File: config.mk
export PLATFORM = sky130hd
export DESIGN_NAME = calendar_date_adder
export DESIGN_NICKNAME = d
export VERILOG_FILES = /design/src/rtl/cda_pkg.sv /design/src/rtl/calendar_date_adder.sv /design/src/rtl/cda_dp.sv /design/src/rtl/cda_ctrl.sv
export SDC_FILE = /design/constraint.sdc
export NUM_CORES = 1
export LEC_CHECK = 0
export BUFFER_PORTS_ARGS = -buffer_cell sky130_fd_sc_hd__buf_2
export CAP_MARGIN = 10
export CORE_UTILIZATION = 50
export CTS_BUF_LIST = sky130_fd_sc_hd__clkbuf_8
export DETAILED_ROUTE_END_ITERATION = 8
export HOLD_SLACK_MARGIN = 0.08
export PLACE_DENSITY = 0.78
export SLEW_MARGIN = 5
export SYNTH_ARGS = -nofsm -noshare
export SYNTH_HDL_FRONTEND = slang
export SYNTH_SLANG_ARGS = --single-unit
export TNS_END_PERCENT = 10
File: constraint.sdc
create_clock -name clk -period 8.3 [get_ports clk]
set_clock_uncertainty 0.2 [all_clocks]
set_input_delay 2.49 -clock clk [delete_from_list [all_inputs] [get_ports clk]]
set_output_delay 2.49 -clock clk [all_outputs]
set_load 0.01 [all_outputs]
File: src/rtl/cda_pkg.sv
// Types, codes and the month-length table for the calendar date adder.
// No dependencies; every other file in rtl imports this package.
`default_nettype none

package cda_pkg;

  localparam int unsigned YEAR_W  = 14;
  localparam int unsigned DAY_W   = 5;
  localparam int unsigned MONTH_W = 4;
  localparam int unsigned COUNT_W = 12;
  localparam int unsigned STEPS_W = 15;

  localparam logic [YEAR_W-1:0] YEAR_MAX = 14'd9999;

  localparam logic [2:0] ACT_DAYS    = 3'd0;
  localparam logic [2:0] ACT_WEEKS   = 3'd1;
  localparam logic [2:0] ACT_MONTHS  = 3'd2;
  localparam logic [2:0] ACT_YEARS   = 3'd3;
  localparam logic [2:0] ACT_DECADES = 3'd4;

  localparam logic [1:0] ST_OK  = 2'd0;
  localparam logic [1:0] ST_SAT = 2'd1;
  localparam logic [1:0] ST_BAD = 2'd2;

  localparam logic [MONTH_W-1:0] MON_FEB = 4'd2;
  localparam logic [MONTH_W-1:0] MON_DEC = 4'd12;
  localparam logic [MONTH_W-1:0] MON_JAN = 4'd1;

  typedef struct packed {
    logic [2:0]         action;
    logic [COUNT_W-1:0] count;
    logic [DAY_W-1:0]   day_in;
    logic [MONTH_W-1:0] month_in;
    logic [YEAR_W-1:0]  year_in;
  } in_t;

  typedef struct packed {
    logic [DAY_W-1:0]   day_out;
    logic [MONTH_W-1:0] month_out;
    logic [YEAR_W-1:0]  year_out;
    logic [1:0]         status;
  } out_t;

  typedef struct packed {
    logic load;
    logic quo;
    logic leap;
    logic check;
    logic step;
  } cmd_t;

  typedef struct packed {
    logic bad;
    logic iter;
    logic n_zero;
    logic wrap;
    logic sat;
  } sts_t;

  function automatic logic [DAY_W-1:0] cda_days(input logic leap,
                                                 input logic [MONTH_W-1:0] m);
    logic [DAY_W-1:0] len;
    case (m)
      4'd1, 4'd3, 4'd5, 4'd7, 4'd8, 4'd10, 4'd12: len = 5'd31;
      4'd4, 4'd6, 4'd9, 4'd11:                    len = 5'd30;
      MON_FEB:                                    len = leap ? 5'd29 : 5'd28;
      default:                                    len = 5'd0;
    endcase
    return len;
  endfunction

endpackage

`default_nettype wire

File: src/rtl/calendar_date_adder.sv
// Calendar date adder: one date transaction at a time. After accept, the
// controller runs the quotient, leap-year and check states. Years, decades,
// invalid or unknown actions then finish; day, week or month actions enter
// the step loop of single-unit steps until the count is spent or the year
// saturates, running the quotient and leap-year states again at each year
// boundary crossed. Busy holds off new work until the result is shown.
// Synchronous active-low reset returns the controller to idle; no other state.
`default_nettype none

module calendar_date_adder (
  input  wire logic         clk,
  input  wire logic         rst_n,
  input  wire logic         start,
  output logic              busy,
  input  wire cda_pkg::in_t in_item,
  output logic              out_valid,
  output cda_pkg::out_t     out_item
);
  import cda_pkg::*;

  cmd_t cmd;
  sts_t sts;

  cda_ctrl u_ctrl (
    .clk       (clk),
    .rst_n     (rst_n),
    .start     (start),
    .sts       (sts),
    .cmd       (cmd),
    .busy      (busy),
    .out_valid (out_valid)
  );

  cda_dp u_dp (
    .clk      (clk),
    .in_item  (in_item),
    .cmd      (cmd),
    .sts      (sts),
    .out_item (out_item)
  );

endmodule

`default_nettype wire

File: src/rtl/cda_dp.sv
// Datapath of the calendar date adder: date registers, step counter,
// leap-year unit and step logic. Depends on cda_pkg.
`default_nettype none

module cda_dp (
  input  wire logic          clk,
  input  wire cda_pkg::in_t  in_item,
  input  wire cda_pkg::cmd_t cmd,
  output cda_pkg::sts_t      sts,
  output cda_pkg::out_t      out_item
);
  import cda_pkg::*;

  logic [DAY_W-1:0]   d_r, d_nxt;
  logic [MONTH_W-1:0] m_r, m_nxt;
  logic [YEAR_W-1:0]  y_r, y_nxt;
  logic [2:0]         act_r, act_nxt;
  logic [COUNT_W-1:0] cnt_r, cnt_nxt;
  logic [STEPS_W-1:0] n_r, n_nxt;
  logic [1:0]         st_r, st_nxt;
  logic [7:0]         q_r, q_nxt;
  logic               leap_r, leap_nxt;

  logic [26:0]        prod;
  logic [YEAR_W-1:0]  hund;
  logic [YEAR_W-1:0]  rem;
  logic [DAY_W-1:0]   len_cur;
  logic [DAY_W-1:0]   len_next;
  logic [MONTH_W-1:0] m_inc;
  logic               day_mode;
  logic               mon_mode;
  logic               year_mode;
  logic [YEAR_W+1:0]  sum;
  logic [YEAR_W+1:0]  add;

  always_comb begin
    prod     = 27'(y_r) * 27'd5243;
    hund     = YEAR_W'({q_r, 6'd0}) + YEAR_W'({q_r, 5'd0}) + YEAR_W'({q_r, 2'd0});
    rem      = y_r - hund;
    len_cur  = cda_days(leap_r, m_r);
    m_inc    = m_r + 4'd1;
    len_next = (m_r == MON_DEC) ? 5'd31 : cda_days(leap_r, m_inc);
    day_mode  = (act_r == ACT_DAYS) || (act_r == ACT_WEEKS);
    mon_mode  = (act_r == ACT_MONTHS);
    year_mode = (act_r == ACT_YEARS) || (act_r == ACT_DECADES);
    if (act_r == ACT_DECADES) begin
      add = (YEAR_W+2)'({cnt_r, 3'd0}) + (YEAR_W+2)'({cnt_r, 1'd0});
    end else begin
      add = (YEAR_W+2)'(cnt_r);
    end
    sum = (YEAR_W+2)'(y_r) + add;

    sts.bad    = (y_r > YEAR_MAX) || (m_r == 4'd0) || (m_r > MON_DEC) ||
                 (d_r == 5'd0) || (d_r > len_cur);
    sts.iter   = day_mode || mon_mode;
    sts.n_zero = (n_r == '0);
    sts.wrap   = (m_r == MON_DEC) && (mon_mode || (d_r == len_cur));
    sts.sat    = sts.wrap && (y_r >= YEAR_MAX);
  end

  always_comb begin
    d_nxt    = d_r;
    m_nxt    = m_r;
    y_nxt    = y_r;
    act_nxt  = act_r;
    cnt_nxt  = cnt_r;
    n_nxt    = n_r;
    st_nxt   = st_r;
    q_nxt    = q_r;
    leap_nxt = leap_r;
    if (cmd.load) begin
      d_nxt   = in_item.day_in;
      m_nxt   = in_item.month_in;
      y_nxt   = in_item.year_in;
      act_nxt = in_item.action;
      cnt_nxt = in_item.count;
      st_nxt  = ST_OK;
    end
    if (cmd.quo) begin
      q_nxt = prod[26:19];
    end
    if (cmd.leap) begin
      leap_nxt = (y_r[1:0] == 2'd0) && ((rem != '0) || (q_r[1:0] == 2'd0));
    end
    if (cmd.check) begin
      if (sts.bad) begin
        st_nxt = ST_BAD;
      end else if (act_r == ACT_WEEKS) begin
        n_nxt = STEPS_W'({cnt_r, 3'd0}) - STEPS_W'(cnt_r);
      end else if (sts.iter) begin
        n_nxt = STEPS_W'(cnt_r);
      end else if (year_mode) begin
        if (sum > (YEAR_W+2)'(YEAR_MAX)) begin
          y_nxt  = YEAR_MAX;
          st_nxt = ST_SAT;
        end else begin
          y_nxt = sum[YEAR_W-1:0];
        end
      end
    end
    if (cmd.step) begin
      n_nxt = n_r - STEPS_W'(1);
      if (sts.sat) begin
        st_nxt = ST_SAT;
        if (day_mode) begin
          d_nxt = 5'd31;
        end
      end else if (day_mode) begin
        if (d_r == len_cur) begin
          d_nxt = 5'd1;
          if (m_r == MON_DEC) begin
            m_nxt = MON_JAN;
            y_nxt = y_r + 14'd1;
          end else begin
            m_nxt = m_inc;
          end
        end else begin
          d_nxt = d_r + 5'd1;
        end
      end else begin
        if (m_r == MON_DEC) begin
          m_nxt = MON_JAN;
          y_nxt = y_r + 14'd1;
        end else begin
          m_nxt = m_inc;
        end
        if (d_r > len_next) begin
          d_nxt = len_next;
        end
      end
    end
  end

  always_ff @(posedge clk) begin
    d_r    <= d_nxt;
    m_r    <= m_nxt;
    y_r    <= y_nxt;
    act_r  <= act_nxt;
    cnt_r  <= cnt_nxt;
    n_r    <= n_nxt;
    st_r   <= st_nxt;
    q_r    <= q_nxt;
    leap_r <= leap_nxt;
  end

  assign out_item.day_out   = d_r;
  assign out_item.month_out = m_r;
  assign out_item.year_out  = y_r;
  assign out_item.status    = st_r;

endmodule

`default_nettype wire

File: src/rtl/cda_ctrl.sv
// Controller of the calendar date adder: sequences load, leap-year update,
// validation and per-unit steps. Depends on cda_pkg.
`default_nettype none

module cda_ctrl (
  input  wire logic          clk,
  input  wire logic          rst_n,
  input  wire logic          start,
  input  wire cda_pkg::sts_t sts,
  output cda_pkg::cmd_t      cmd,
  output logic               busy,
  output logic               out_valid
);
  import cda_pkg::*;

  typedef enum logic [5:0] {
    S_IDLE  = 6'b000001,
    S_QUO   = 6'b000010,
    S_LEAP  = 6'b000100,
    S_CHECK = 6'b001000,
    S_STEP  = 6'b010000,
    S_DONE  = 6'b100000
  } state_t;

  state_t state_r, state_nxt;
  logic   first_r, first_nxt;

  always_comb begin
    state_nxt = state_r;
    first_nxt = first_r;
    cmd       = '0;
    case (state_r)
      S_IDLE: begin
        if (start) begin
          cmd.load  = 1'b1;
          first_nxt = 1'b1;
          state_nxt = S_QUO;
        end
      end
      S_QUO: begin
        cmd.quo   = 1'b1;
        state_nxt = S_LEAP;
      end
      S_LEAP: begin
        cmd.leap  = 1'b1;
        state_nxt = first_r ? S_CHECK : S_STEP;
      end
      S_CHECK: begin
        cmd.check = 1'b1;
        first_nxt = 1'b0;
        state_nxt = (!sts.bad && sts.iter) ? S_STEP : S_DONE;
      end
      S_STEP: begin
        if (sts.n_zero) begin
          state_nxt = S_DONE;
        end else begin
          cmd.step = 1'b1;
          if (sts.sat) begin
            state_nxt = S_DONE;
          end else if (sts.wrap) begin
            state_nxt = S_QUO;
          end
        end
      end
      S_DONE: begin
        state_nxt = S_IDLE;
      end
      default: begin
        state_nxt = S_IDLE;
      end
    endcase
  end

  always_ff @(posedge clk) begin
    if (!rst_n) begin
      state_r <= S_IDLE;
      first_r <= 1'b0;
    end else begin
      state_r <= state_nxt;
      first_r <= first_nxt;
    end
  end

  assign busy      = (state_r != S_IDLE);
  assign out_valid = (state_r == S_DONE);

endmodule

`default_nettype wire
# [Word level (Yosys, flattened, before mapping)]
# Cells that the tools add are included.
[word_totals] word_cells=158 inputBits=41 register_bits=71
[classes] n_mul=1 eq_ne=39 magnitude_cmp=6 mux=60 n_addsub=10 n_reduce_logical=31
[op_table] op="14-bit 2-to-1 mux" n=12
[op_table] op="15-bit 2-to-1 mux" n=5
[op_table] op="5-bit 2-to-1 mux" n=9
[op_table] op="4-bit equality test (second input constant)" n=10
[op_table] op="4-bit by 3-bit equality test with 1-bit output (second input constant)" n=8
[op_table] op="6-bit 2-to-1 mux" n=5
[op_table] op="5-bit case mux with 3 select lines" n=2
[op_table] op="6-bit case mux with 5 select lines" n=1
[op_table] op="14-bit by 13-bit multiplier with 27-bit output (second input constant)" n=1
[op_table] op="4-bit 2-to-1 mux" n=6
[op_table] op="2-bit 2-to-1 mux" n=9
[op_table] op="14-bit by 16-bit adder with 16-bit output" n=1
[op_table] op="15-bit by 13-bit adder with 16-bit output" n=1
[op_table] op="4-bit by 2-bit equality test with 1-bit output (second input constant)" n=4
[op_table] op="16-bit by 14-bit greater-than comparator with 1-bit output (second input constant)" n=1
[op_table] op="16-bit 2-to-1 mux" n=1
[op_table] op="15-bit logical NOT" n=1
[op_table] op="15-bit by 1-bit subtractor with 15-bit output (second input constant)" n=1
[op_table] op="15-bit by 12-bit subtractor with 15-bit output" n=1
[op_table] op="14-bit by 1-bit adder with 14-bit output (second input constant)" n=1
[op_table] op="14-bit by 10-bit adder with 14-bit output" n=1
[op_table] op="14-bit by 13-bit adder with 14-bit output" n=1
[op_table] op="14-bit >= comparator (second input constant)" n=1
[op_table] op="14-bit greater-than comparator (second input constant)" n=1
[op_table] op="35 further kinds" n=63

# [Depth between registers and ports, before layout]
# Gate-level depths: netlist (run 1).
[depth] ltp_word=15 mapped_depth=20 mapped_depth_nobuf=20

# [Cells and area by module]
# A second synthesis (run 1) with hierarchy kept.
[unflattened] hier_cells=1175 area_unflattened_um2=10447.5
[modules_own_cells] module="cda_dp" cells_per_inst=1122 area_per_inst_um2=9979.6 instances=1 seq_area_each_um2=1671.6
[modules_own_cells] module="cda_ctrl" cells_per_inst=53 area_per_inst_um2=467.9 instances=1 seq_area_each_um2=140.1

# [Worst setup path before layout (run 1)]
# OpenSTA, ideal clock, no wires.
[synth_path] path_kind="reg2reg" from="reg u_dp.y_r[9]" to="reg u_dp.q_r[7], data pin" setup_time_ns=0.260 period_less_slack_ns=5.144 path_slack_ns=3.156 arrival_ns=4.684 path_stages_with_launch=19 path_buffers=0 path_cell_list="dfxtp_1 -> ha_1 -> inv_1 -> fa_1 -> fa_1 -> inv_1 -> ha_1 -> inv_1 -> fa_1 -> inv_1 -> ha_1 -> a21o_1 -> a21o_1 -> a221o_1 -> o2111ai_1 -> a31oi_1 -> a21o_1 -> a21oi_1 -> xnor2_1"
[synth_via] elab_chain_len=1
[synth_rtl] element="start, declared" line_no="cda_dp.sv:16" text="logic [YEAR_W-1:0] y_r, y_nxt;"
[synth_rtl] element="start signal, assigned" line_no="cda_dp.sv:137" text="y_r <= y_nxt;"
[synth_rtl] element="14-bit by 13-bit multiplier with 27-bit output" line_no="cda_dp.sv:37" text="prod = 27'(y_r) * 27'd5243;"
[synth_rtl] element="net u_dp.prod[26]" line_no="cda_dp.sv:24" text="logic [26:0] prod;"
[synth_rtl] element="end signal, assigned" line_no="cda_dp.sv:142" text="q_r <= q_nxt;"
[synth_rtl] element="end, declared" line_no="cda_dp.sv:21" text="logic [7:0] q_r, q_nxt;"
# The timed path passes the listed nets, and every way through them passes these cells.
# A chain may end at the register's enable or synchronous reset.

# [Worst setup path in the final report (run 1)]
[layout_path] from="reg u_dp.y_r[3]" to="reg u_dp.q_r[7], data pin"
# Same word-level chain as after synthesis.

==> results of run 1 <==
-- worst reg2reg max path, delay by kind of cell (launching register included) --
family | cells | cell delay [ns]
adder cells (fa/ha/maj) | 6 | 2.23
XOR/XNOR | 1 | 0.08
AO/OA/AOI/OAI | 7 | 1.70
buffers and inverters | 6 | 0.49
flip-flops | 1 | 0.61
-- through the flow --
stage	setup slack, ns	util	cells	hold slack [ns]	cell area (sq um)
global route	2.43	0.554	1445	0.251	10900
floorplan	3.16	-	1119	0.220	10200
global placement	2.87	0.544	1429	0.236	10700
finish	2.77	0.554	1445	0.243	10900
CTS	2.75	0.554	1445	0.240	10900
detailed placement	2.76	0.544	1429	0.238	10700
-- cell families (layout without fill, tap and decap cells) --
logic type,count (synthesis),in the layout,synth area share
compound gates,281,281,0.188
xor+xnor,59,59,0.0509
fa+ha+maj,259,259,0.375
buf+inv,197,258,0.0748
flops,71,71,0.178
mux,7,7,0.00690
simple gates,245,245,0.126
-- synth_stat cells (7+ instances only) --
cell type / instances / area, sq um
sky130_fd_sc_hd__nor3_1: 21 / 105
sky130_fd_sc_hd__fa_1: 76 / 1520
sky130_fd_sc_hd__o22ai_1: 11 / 68.8
sky130_fd_sc_hd__xor2_1: 24 / 210
sky130_fd_sc_hd__o21ai_0: 52 / 260
sky130_fd_sc_hd__a21o_1: 22 / 165
sky130_fd_sc_hd__nor2_1: 45 / 169
sky130_fd_sc_hd__dfxtp_1: 32 / 641
sky130_fd_sc_hd__ha_1: 183 / 2290
sky130_fd_sc_hd__inv_1: 172 / 646
sky130_fd_sc_hd__clkbuf_1: 16 / 60.1
sky130_fd_sc_hd__nand2b_1: 15 / 93.8
sky130_fd_sc_hd__and3_1: 12 / 75.1
sky130_fd_sc_hd__o211ai_1: 15 / 113
sky130_fd_sc_hd__edfxtp_1: 39 / 1170
sky130_fd_sc_hd__nand3_1: 21 / 105
sky130_fd_sc_hd__nand2_1: 68 / 255
sky130_fd_sc_hd__xnor2_1: 35 / 307
sky130_fd_sc_hd__o21a_1: 13 / 97.6
sky130_fd_sc_hd__or2_2: 9 / 56.3
sky130_fd_sc_hd__mux2i_1: 7 / 70.1
sky130_fd_sc_hd__a21oi_1: 55 / 275
sky130_fd_sc_hd__o21ai_1: 8 / 40.0
sky130_fd_sc_hd__a211oi_1: 16 / 120
sky130_fd_sc_hd__a31oi_1: 17 / 106
-- cell type report --
type | instances | area share
clock buffers | 9 | 0.0113
clock inverters | 7 | 0.00665
inverters | 174 | 0.0598
multi-input cells | 851 | 0.695
flip-flops and latches | 71 | 0.166
well taps | 265 | 0.0304
repair buffers | 68 | 0.0314
-- worst min-delay path by stage --
stage,start,to,slack (ns),cells after the start
floorplan,u_ctrl.first_r,u_ctrl.state_r[3],0.22,2
detailed placement,u_ctrl.first_r,u_ctrl.state_r[3],0.24,2
global placement,u_ctrl.first_r,u_ctrl.state_r[3],0.24,2
global route,u_ctrl.first_r,u_ctrl.state_r[3],0.25,2
finish,u_ctrl.first_r,u_ctrl.state_r[3],0.24,2
CTS,u_ctrl.first_r,u_ctrl.state_r[3],0.24,2
-- layer usage --
| layer | wire length, um | share of wire | vias up |
|---|---|---|---|
| li1 | - | - | 4087 |
| met1 | 11100 | 0.45 | 4017 |
| met2 | 11400 | 0.46 | 248 |
| met3 | 1600 | 0.065 | 44 |
| met4 | 612 | 0.025 | 0 |
| met5 | 0 | 0 | - |
-- flip-flops by register name, summed over array words and instances (netlist names) --
register        count
u_ctrl.first_r      1
u_ctrl.state_r      6
u_dp.act_r          3
u_dp.cnt_r         12
u_dp.d_r            5
u_dp.leap_r         1
u_dp.m_r            4
u_dp.n_r           15
u_dp.q_r            8
u_dp.st_r           2
u_dp.y_r           14
==> impl_metrics.py, run 1 <==
metrics = {
    "worst_setup_path": {
        "cp_common_cell": "sky130_fd_sc_hd__inv_1",
        "worst-path-buf-inv": 6,
        "worst_path_max_delay_cell": "sky130_fd_sc_hd__dfxtp_1",
        "timing.critical_path.from_type": "register",
        "critPathTopFamily": "adder cells",
        "crit_end": "u_dp.q_r[7]",
        "setup.reg_to_reg.worst_slack_ns": 2.77,
        "chain_of_cells_forming_the_critical_path": "inv_1 -> fa_1 -> inv_1 -> ha_1 -> inv_1 -> fa_1 -> inv_1 -> ha_1 -> inv_1 -> fa_1 -> inv_1 -> ha_1 -> a211oi_1 -> o211ai_1 -> a221o_1 -> o2111ai_1 -> a31oi_1 -> a21o_1 -> a21oi_1 -> xnor2_1",
        "worst_endpoint_data_arrival_time_ns": 5.48,
        "r2r_end": "u_dp.q_r[7]",
        "cp_data_required_time_ns": 8.24,
        "critPathCaptureType": "register",
        "cp.depth": 20,
        "rr_worst_depth": 20,
        "worst_r2r_startpoint": "u_dp.y_r[3]",
        "critical_path.max_stage_delay_ns": 0.61,
        "crit_type": "reg -> reg",
        "critical_path_peak_fanout": 10,
        "cp-startpoint": "u_dp.y_r[3]",
    },
    "final_layout": {
        "layout.area.seq_sq_um": 1810,
        "flow.area_growth_from_synthesis_pct": 7.53,
        "final_net_count": 1475,
        "multi_input_area_sq_um": 7580,
        "post_route_cells_drive_above_1_share": 0.0898,
        "num-fill-cells": 1765,
        "final_common_cell": "sky130_fd_sc_hd__ha_1",
        "antenna_cells_inserted": 0,
        "layout.cells.most_common_list": "sky130_fd_sc_hd__ha_1, sky130_fd_sc_hd__inv_1, sky130_fd_sc_hd__fa_1",
    },
    "timing": {
        "unrepaired_setup_endpoints_after_global_routing": "false",
        "count_of_pins_over_their_slew_limit": 0,
        "layout_worst_path_cycle_share": 0.667,
        "timing_worst_slew_pin_value_ns": 0.963,
        "timing.max_slew.rel_slack": 0.358,
        "timing_hold_violations_final": 0,
        "period_minus_slack_ns": 5.53,
        "fmax_ghz": 0.181,
        "setup_viol": 0,
        "fin_tns_setup_ns": 0,
    },
    "cts": {
        "cts_hold_buffers": 0,
        "cts-root-buf": "sky130_fd_sc_hd__clkbuf_8",
        "clock_tree_from_tritoncts": "done",
        "cts-root-to-sink-buffers": 2,
        "path_clk_slew_ns": 0.10,
        "tritoncts.num_buffers": 9,
        "clock_tree.htree_level_count": 3,
        "cts_setup_buffers": 0,
        "clock_latency_ns": 0.38,
        "cts.sinks": 71,
        "number_of_gates_resized_after_cts": 0,
    },
    "floorplan": {
        "design.core.area_sq_um": 19700,
        "io_pins": 68,
        "core.rowCount": 51,
        "initial_cell_density_of_the_core": 0.515,
        "die_h_um": 145,
        "die-area_sq_um": 20900,
        "floorplan.die.width_um": 145,
    },
    "routing": {
        "drtIter0Drc": 512,
        "drt_pre_antenna_iters": 5,
        "drcViolationCount": 0,
        "routed_wl_um": 24700,
        "avgRoutedWirePerCell_um": 17.1,
        "post_drt_via_cell_ratio": 5.81,
        "postRouteAntennaNets": 0,
        "routed-via-count": 8396,
    },
    "global_route": {
        "grt_busiest_layer": "met2",
        "grt_max_degree": 38,
        "initial_antenna_violation_count": 0,
        "sum_of_overflow_across_all_layers_after_global_routing": 0,
        "grt.met1_usage": 0.338,
        "grt_use_total": 0.251,
        "globalRouteMet3Util": 0.0414,
        "first_global_vias": 8174,
        "grt_first_pass_wirelength_um": 40400,
        "grt.met2_usage": 0.406,
    },
    "placement": {
        "dp_hpwl_um": 20300,
        "gpl.final_weighted_congestion": 0.998,
        "numPortBuffers": 67,
    },
    "logic_synthesis": {
        "synthesis.nets": 1419,
        "synth_async_sr_flop_share": 0,
        "yosys_register_bits": 71,
        "yosysWarnings": 0,
        "seq_area_frac_synth": 0.178,
        "post_synth.cell_area_avg_sq_um": 9.08,
        "synth_cells": 1119,
        "yosysUniqueCellTypes": 80,
        "synthFlopType": "sky130_fd_sc_hd__edfxtp_1",
        "netlist_area_sq_um": 10200,
        "synth_enable_flop_cells": 39,
    },
    "min_path": {
        "timing.hold.worst.class": "reg -> reg",
    },
    "status": {
        "run_status": "completed",
    },
    "flow_run": {
        "max_cap_viol_count": 0,
    },
}
Power of run 1 is left out: the tool's default activity adds up to more than one toggle a clock period on the data nets, which glitch-free logic cannot reach.
==> run 2: changes to the inputs <==
- ABC_AREA: not set -> 1
- PLACE_DENSITY: 0.78 -> 0.8
- clock period: 8.3 -> 4.8 ns (I/O delays scaled with it)
==> run 2 against run 1 <==
  * Final cell count is 25% higher
  * Register-to-register slack worse by 2.6 ns
  * Wire length is 17% higher
  * Area after synthesis is 7.2% higher
  * Non-clock buffer count is 26 higher
  * Sequential cell count stayed put
  * Utilization is 0.82 points higher
  * Fmax is 19% higher
  * Global-route usage is 1.3 points higher
  * Via count is 17% higher
  * Critical path depth is 7 lower
  * Count of clock-buffer cells in the layout stayed put
  * Largest cell class unchanged
==> impl_metrics.py, run 2 <==
metrics = {
    "logic_synthesis": {
        "synth.area.top_cells": "sky130_fd_sc_hd__ha_1, sky130_fd_sc_hd__fa_1, sky130_fd_sc_hd__edfxtp_1, sky130_fd_sc_hd__inv_1, sky130_fd_sc_hd__nand2_1",
        "synth_top_cell_by_area": "sky130_fd_sc_hd__ha_1",
        "synthFlopType": "sky130_fd_sc_hd__edfxtp_1",
        "yosysWarnings": 0,
        "synth_cells": 1438,
        "yosysTopAreaCellShare": 0.210,
        "yosys_register_bits": 71,
        "synth_enable_flop_cells": 39,
        "synthesis.nets": 1738,
        "synth_most_common_cell": "sky130_fd_sc_hd__inv_1",
        "netlist_area_sq_um": 10900,
        "seq_area_frac_synth": 0.166,
        "post_synth.cell_area_avg_sq_um": 7.57,
        "synth_async_sr_flop_share": 0,
        "synth_common_cells": "sky130_fd_sc_hd__inv_1, sky130_fd_sc_hd__nand2_1, sky130_fd_sc_hd__ha_1",
        "yosysUniqueCellTypes": 59,
    },
    "timing": {
        "timing_worst_slew_pin_value_ns": 0.861,
        "setup_viol": 0,
        "fmax_ghz": 0.215,
        "layout_worst_path_cycle_share": 0.969,
        "timing_hold_violations_final": 0,
        "period_minus_slack_ns": 4.65,
        "fin_tns_setup_ns": 0,
        "count_of_pins_over_their_slew_limit": 0,
        "unrepaired_setup_endpoints_after_global_routing": "false",
        "timing.max_slew.rel_slack": 0.422,
    },
    "cts": {
        "cts.sinks": 71,
        "cts-root-buf": "sky130_fd_sc_hd__clkbuf_8",
        "clock_latency_ns": 0.39,
        "path_clk_slew_ns": 0.10,
        "tritoncts.num_buffers": 9,
        "clock_tree.htree_level_count": 3,
        "cts_hold_buffers": 0,
        "cts-root-to-sink-buffers": 2,
        "clock_tree_from_tritoncts": "done",
    },
    "routing": {
        "drtIter0Drc": 780,
        "post_drt_via_cell_ratio": 5.42,
        "drcViolationCount": 0,
        "postRouteAntennaNets": 0,
        "routed_wl_um": 28900,
        "avgRoutedWirePerCell_um": 15.9,
        "drt_pre_antenna_iters": 7,
        "routed-via-count": 9812,
    },
    "final_layout": {
        "flow.area_growth_from_synthesis_pct": 9.51,
        "layout.cells.most_common_list": "sky130_fd_sc_hd__inv_1, sky130_fd_sc_hd__nand2_1, sky130_fd_sc_hd__ha_1",
        "final_net_count": 1830,
        "post_route_cells_drive_above_1_share": 0.111,
        "max_flop_register": "u_dp.n_r",
        "num-fill-cells": 1951,
        "top_regs": "u_dp.n_r (15), u_dp.y_r (14), u_dp.cnt_r (12)",
        "number_of_flip_flops_under_the_largest_register_name": 15,
        "final_common_cell": "sky130_fd_sc_hd__inv_1",
    },
    "global_route": {
        "grt_use_total": 0.264,
        "initial_antenna_violation_count": 0,
        "grt_max_degree": 29,
        "grt_first_pass_wirelength_um": 45900,
        "sum_of_overflow_across_all_layers_after_global_routing": 0,
        "first_global_vias": 9234,
    },
    "min_path": {
        "timing.hold.worst.class": "reg -> reg",
    },
    "floorplan": {
        "die-area_sq_um": 22400,
        "io_pins": 68,
        "die_h_um": 150,
        "core.rowCount": 53,
        "initial_cell_density_of_the_core": 0.513,
        "floorplan.die.width_um": 150,
        "design.core.area_sq_um": 21200,
    },
    "flow_run": {
        "max_cap_viol_count": 0,
    },
    "worst_setup_path": {
        "timing.critical_path.from_type": "register",
        "crit_type": "reg -> reg",
        "cp_data_required_time_ns": 4.74,
        "critical_path_peak_fanout": 5,
        "critPathCaptureType": "register",
        "worst_endpoint_data_arrival_time_ns": 4.59,
        "setup.reg_to_reg.worst_slack_ns": 0.15,
    },
    "placement": {
        "numPortBuffers": 67,
        "gpl.final_weighted_congestion": 0.943,
        "dp_hpwl_um": 24100,
    },
    "status": {
        "run_status": "completed",
    },
}
[run 2: changes by cell type after synthesis, moves of 28 or more]
cell                      delta
sky130_fd_sc_hd__o21ai_0    +28
sky130_fd_sc_hd__nand2_1   +196
sky130_fd_sc_hd__nand3_1    +48
sky130_fd_sc_hd__a21oi_1    +29
sky130_fd_sc_hd__nor2_1     +62
sky130_fd_sc_hd__inv_1      +96
[run 2: per-layer routing]
layer  up-vias  GRT usage  part of all wire
met5         -          0                 0
met4         0     0.0944             0.030
met3        56     0.0518             0.085
met2       378      0.415              0.44
met1      4504      0.359              0.44
li1       4874          -                 -
[run 2: area by class of cell]
cell class,instances,area (sq um),share of cell area
Sequential cell,71,1820,0.153
Multi-Input combinational cell,1067,7950,0.667
Clock inverter,7,62.6,0.00525
Timing Repair Buffer,94,538,0.0451
Antenna cell,1,2.50,0.000210
Inverter,287,1080,0.0905
Clock buffer,9,124,0.0104
Tap cell,275,344,0.0289
[run 2: timing repair]
action	in CTS	in global routing
resized for setup	0	13
buffers inserted	0	0
endpoints found under the setup margin	0	5
[run 2: through the flow]
| step | instances | area, sq um | utilization | hold WS (ns) | setup WS, ns |
|---|---|---|---|---|---|
| 3_5_place_dp | 1794 | 11700 | 0.552 | 0.260 | 0.133 |
| 5_1_grt | 1810 | 11900 | 0.562 | 0.299 | 0.00998 |
| 3_3_place_gp | 1794 | 11700 | 0.552 | 0.259 | 0.216 |
| 4_1_cts | 1810 | 11900 | 0.561 | 0.273 | 0.125 |
| 2_1_floorplan | 1438 | 10900 | - | 0.243 | 0.172 |
| 6_report | 1811 | 11900 | 0.562 | 0.274 | 0.151 |
[run 2: worst max-delay path: stages (launching register included)]
cell and delay, ns:
sky130_fd_sc_hd__dfxtp_1 0.51, sky130_fd_sc_hd__fa_1 0.48, sky130_fd_sc_hd__ha_1 0.32, sky130_fd_sc_hd__fa_1 0.49
sky130_fd_sc_hd__fa_1 0.54, sky130_fd_sc_hd__fa_1 0.53, sky130_fd_sc_hd__ha_1 0.36, sky130_fd_sc_hd__nand2_1 0.09
sky130_fd_sc_hd__inv_1 0.09, sky130_fd_sc_hd__nand3_1 0.12, sky130_fd_sc_hd__nor3_1 0.24, sky130_fd_sc_hd__nand3b_1 0.11
sky130_fd_sc_hd__o211ai_1 0.23, sky130_fd_sc_hd__xor2_1 0.10
[run 2: logic make-up after synthesis]
group / Yosys count / synth area share
and+or+nand+nor: 513 / 0.207
buffers and inverters: 300 / 0.106
adders and majority gates: 259 / 0.350
AOI/OAI and AO/OA: 234 / 0.121
DFF: 71 / 0.166
xor gates and xnor gates: 58 / 0.0466
muxes: 3 / 0.00276
[run 2: path summary, 6_finish.rpt]
check	from	endpoint	cells past startpoint
worst min register to register	u_ctrl.first_r	u_ctrl.state_r[3]	2
worst max-delay path	u_dp.y_r[13]	u_dp.q_r[4]	13
worst min-delay path	u_ctrl.first_r	u_ctrl.state_r[3]	2
worst max register to register	u_dp.y_r[13]	u_dp.q_r[4]	13
Power of run 2 is left out for the same reason.
==> run 3: changes to the inputs <==
- CTS_BUF_LIST: sky130_fd_sc_hd__clkbuf_8 -> sky130_fd_sc_hd__clkbuf_4
- CTS_CLUSTER_DIAMETER: not set -> 200
==> run 3 against run 2 <==
  * Count of clock-buffer cells in the layout is the same
  * Critical path depth increased by 1
  * Hold slack improved by 0.0070 ns
  * Global-route usage down 0.14 points
  * Wire length shrank 0.44%
  * Sequential cell count unchanged
  * Sequential share of layout area rose by 0.092 points
  * Final cell count is the same
  * Setup slack improved by 0.025 ns
  * First-iteration DRC count fell by 4.1%
  * Die area stayed put
  * Utilization fell by 0.18 points
  * Critical path type unchanged
  * Highest routed layer unchanged
==> impl_metrics.py, run 3 (synthesized netlist as in run 2, its figures left out) <==
metrics = {
    "final_layout": {
        "final_net_count": 1830,
        "flow.area_growth_from_synthesis_pct": 9.16,
        "final_common_cell": "sky130_fd_sc_hd__inv_1",
        "post_route_cells_drive_above_1_share": 0.112,
        "final_design_area_no_fill_sq_um": 11900,
        "layout.core_utilization": 0.560,
        "top_regs": "u_dp.n_r (15), u_dp.y_r (14), u_dp.cnt_r (12)",
        "layout.cells.most_common_list": "sky130_fd_sc_hd__inv_1, sky130_fd_sc_hd__nand2_1, sky130_fd_sc_hd__ha_1",
        "number_of_flip_flops_under_the_largest_register_name": 15,
        "max_flop_register": "u_dp.n_r",
    },
    "cts": {
        "path_clk_slew_ns": 0.16,
        "cts-root-buf": "sky130_fd_sc_hd__clkbuf_4",
        "tritoncts.num_buffers": 9,
        "clock_tree.htree_level_count": 3,
        "cts-root-to-sink-buffers": 2,
        "cts_setup_buffers": 0,
        "clock_tree_from_tritoncts": "done",
        "cts.sinks": 71,
        "cts_hold_buffers": 0,
        "clock_latency_ns": 0.50,
    },
    "routing": {
        "drt_pre_antenna_iters": 8,
        "routed_wl_um": 28700,
        "postRouteAntennaNets": 0,
        "drtIter0Drc": 748,
        "avgRoutedWirePerCell_um": 15.9,
        "post_drt_via_cell_ratio": 5.42,
        "drcViolationCount": 0,
        "routed-via-count": 9821,
    },
    "placement": {
        "gpl.final_weighted_congestion": 0.943,
        "placement.cell_area_sq_um": 11700,
        "numPortBuffers": 67,
        "dp_hpwl_um": 24100,
    },
    "timing": {
        "fin_tns_setup_ns": 0,
        "unrepaired_setup_endpoints_after_global_routing": "false",
        "layout_worst_path_cycle_share": 0.963,
        "period_minus_slack_ns": 4.62,
        "timing_hold_violations_final": 0,
        "count_of_pins_over_their_slew_limit": 0,
        "fmax_ghz": 0.216,
        "timing.max_slew.rel_slack": 0.441,
        "timing_worst_slew_pin_value_ns": 0.832,
        "setup_viol": 0,
    },
    "global_route": {
        "grt_max_degree": 29,
        "first_global_vias": 9257,
        "sum_of_overflow_across_all_layers_after_global_routing": 0,
        "grt_first_pass_wirelength_um": 45700,
        "initial_antenna_violation_count": 1,
        "grt_use_total": 0.263,
    },
    "worst_setup_path": {
        "cp_data_required_time_ns": 4.87,
        "timing.critical_path.from_type": "register",
        "crit_type": "reg -> reg",
        "worst_endpoint_data_arrival_time_ns": 4.69,
        "critical_path_peak_fanout": 5,
        "critPathCaptureType": "register",
    },
    "floorplan": {
        "floorplan.die.width_um": 150,
        "core.rowCount": 53,
        "io_pins": 68,
        "die_h_um": 150,
        "design.core.area_sq_um": 21200,
        "die-area_sq_um": 22400,
        "initial_cell_density_of_the_core": 0.513,
    },
    "min_path": {
        "timing.hold.worst.class": "reg -> reg",
    },
    "status": {
        "run_status": "completed",
    },
    "flow_run": {
        "max_cap_viol_count": 0,
    },
}
==> run 3: cell types whose count changed in the layout (fill, tap and decap cells not counted) <==
cell / before / now
sky130_fd_sc_hd__ha_1: 183 / 182
sky130_fd_sc_hd__clkbuf_8: 9 / 0
sky130_fd_sc_hd__clkbuf_4: 0 / 9
sky130_fd_sc_hd__dfxtp_2: 9 / 7
sky130_fd_sc_hd__ha_4: 0 / 1
sky130_fd_sc_hd__dfxtp_4: 0 / 2
==> run 3: timing repair <==
| item | in CTS | in global routing |
|---|---|---|
| hold endpoints to repair | 0 | 0 |
| setup endpoints to repair | 0 | 5 |
| resized for setup | 0 | 16 |
==> run 3: routing by layer <==
metal | part of all wire | GRT usage | routed length (um) | up-vias
met5 | 0 | 0 | 0 | -
met4 | 0.037 | 0.0995 | 1060 | 0
met3 | 0.077 | 0.0549 | 2200 | 72
met2 | 0.44 | 0.412 | 12600 | 376
met1 | 0.45 | 0.354 | 12900 | 4499
li1 | - | - | - | 4874
==> run 3: path summary, 6_finish.rpt <==
check                      endpoint           start  slack, ns  depth (start not counted)
setup / recovery        u_dp.q_r[4]    u_dp.y_r[11]       0.18                         14
hold / removal    u_ctrl.state_r[3]  u_ctrl.first_r       0.28                          2
setup reg to reg        u_dp.q_r[4]    u_dp.y_r[11]       0.18                         14
hold reg to reg   u_ctrl.state_r[3]  u_ctrl.first_r       0.28                          2
==> run 3: area by class of cell <==
class | count | area, sq um
Antenna cell | 1 | 2.50
Clock buffer | 9 | 67.6
Clock inverter | 7 | 62.6
Fill cell | 1952 | 9330
Inverter | 287 | 1080
Multi-Input combinational cell | 1067 | 7970
Sequential cell | 71 | 1830
Tap cell | 275 | 344
Timing Repair Buffer | 94 | 538
==> run 3: metrics by stage <==
stage	hold slack, ns	std cells	worst slack [ns]
global placement	0.259	1794	0.216
CTS	0.279	1810	0.117
floorplan	0.243	1438	0.172
global route	0.305	1811	0.0111
finish	0.281	1811	0.176
detailed placement	0.260	1794	0.133
==> run 3: worst max-delay path, cell delays in order, from the launching register on <==
cell and delay, ns:
sky130_fd_sc_hd__dfxtp_1 0.36, sky130_fd_sc_hd__buf_4 0.17, sky130_fd_sc_hd__fa_1 0.48, sky130_fd_sc_hd__ha_1 0.32, sky130_fd_sc_hd__fa_1 0.48, sky130_fd_sc_hd__fa_1 0.53
sky130_fd_sc_hd__fa_1 0.53, sky130_fd_sc_hd__ha_1 0.36, sky130_fd_sc_hd__nand2_1 0.09, sky130_fd_sc_hd__inv_1 0.09, sky130_fd_sc_hd__nand3_1 0.11, sky130_fd_sc_hd__nor3_1 0.23
sky130_fd_sc_hd__nand3b_1 0.11, sky130_fd_sc_hd__o211ai_1 0.23, sky130_fd_sc_hd__xor2_1 0.09
Power of run 3 is left out for the same reason.
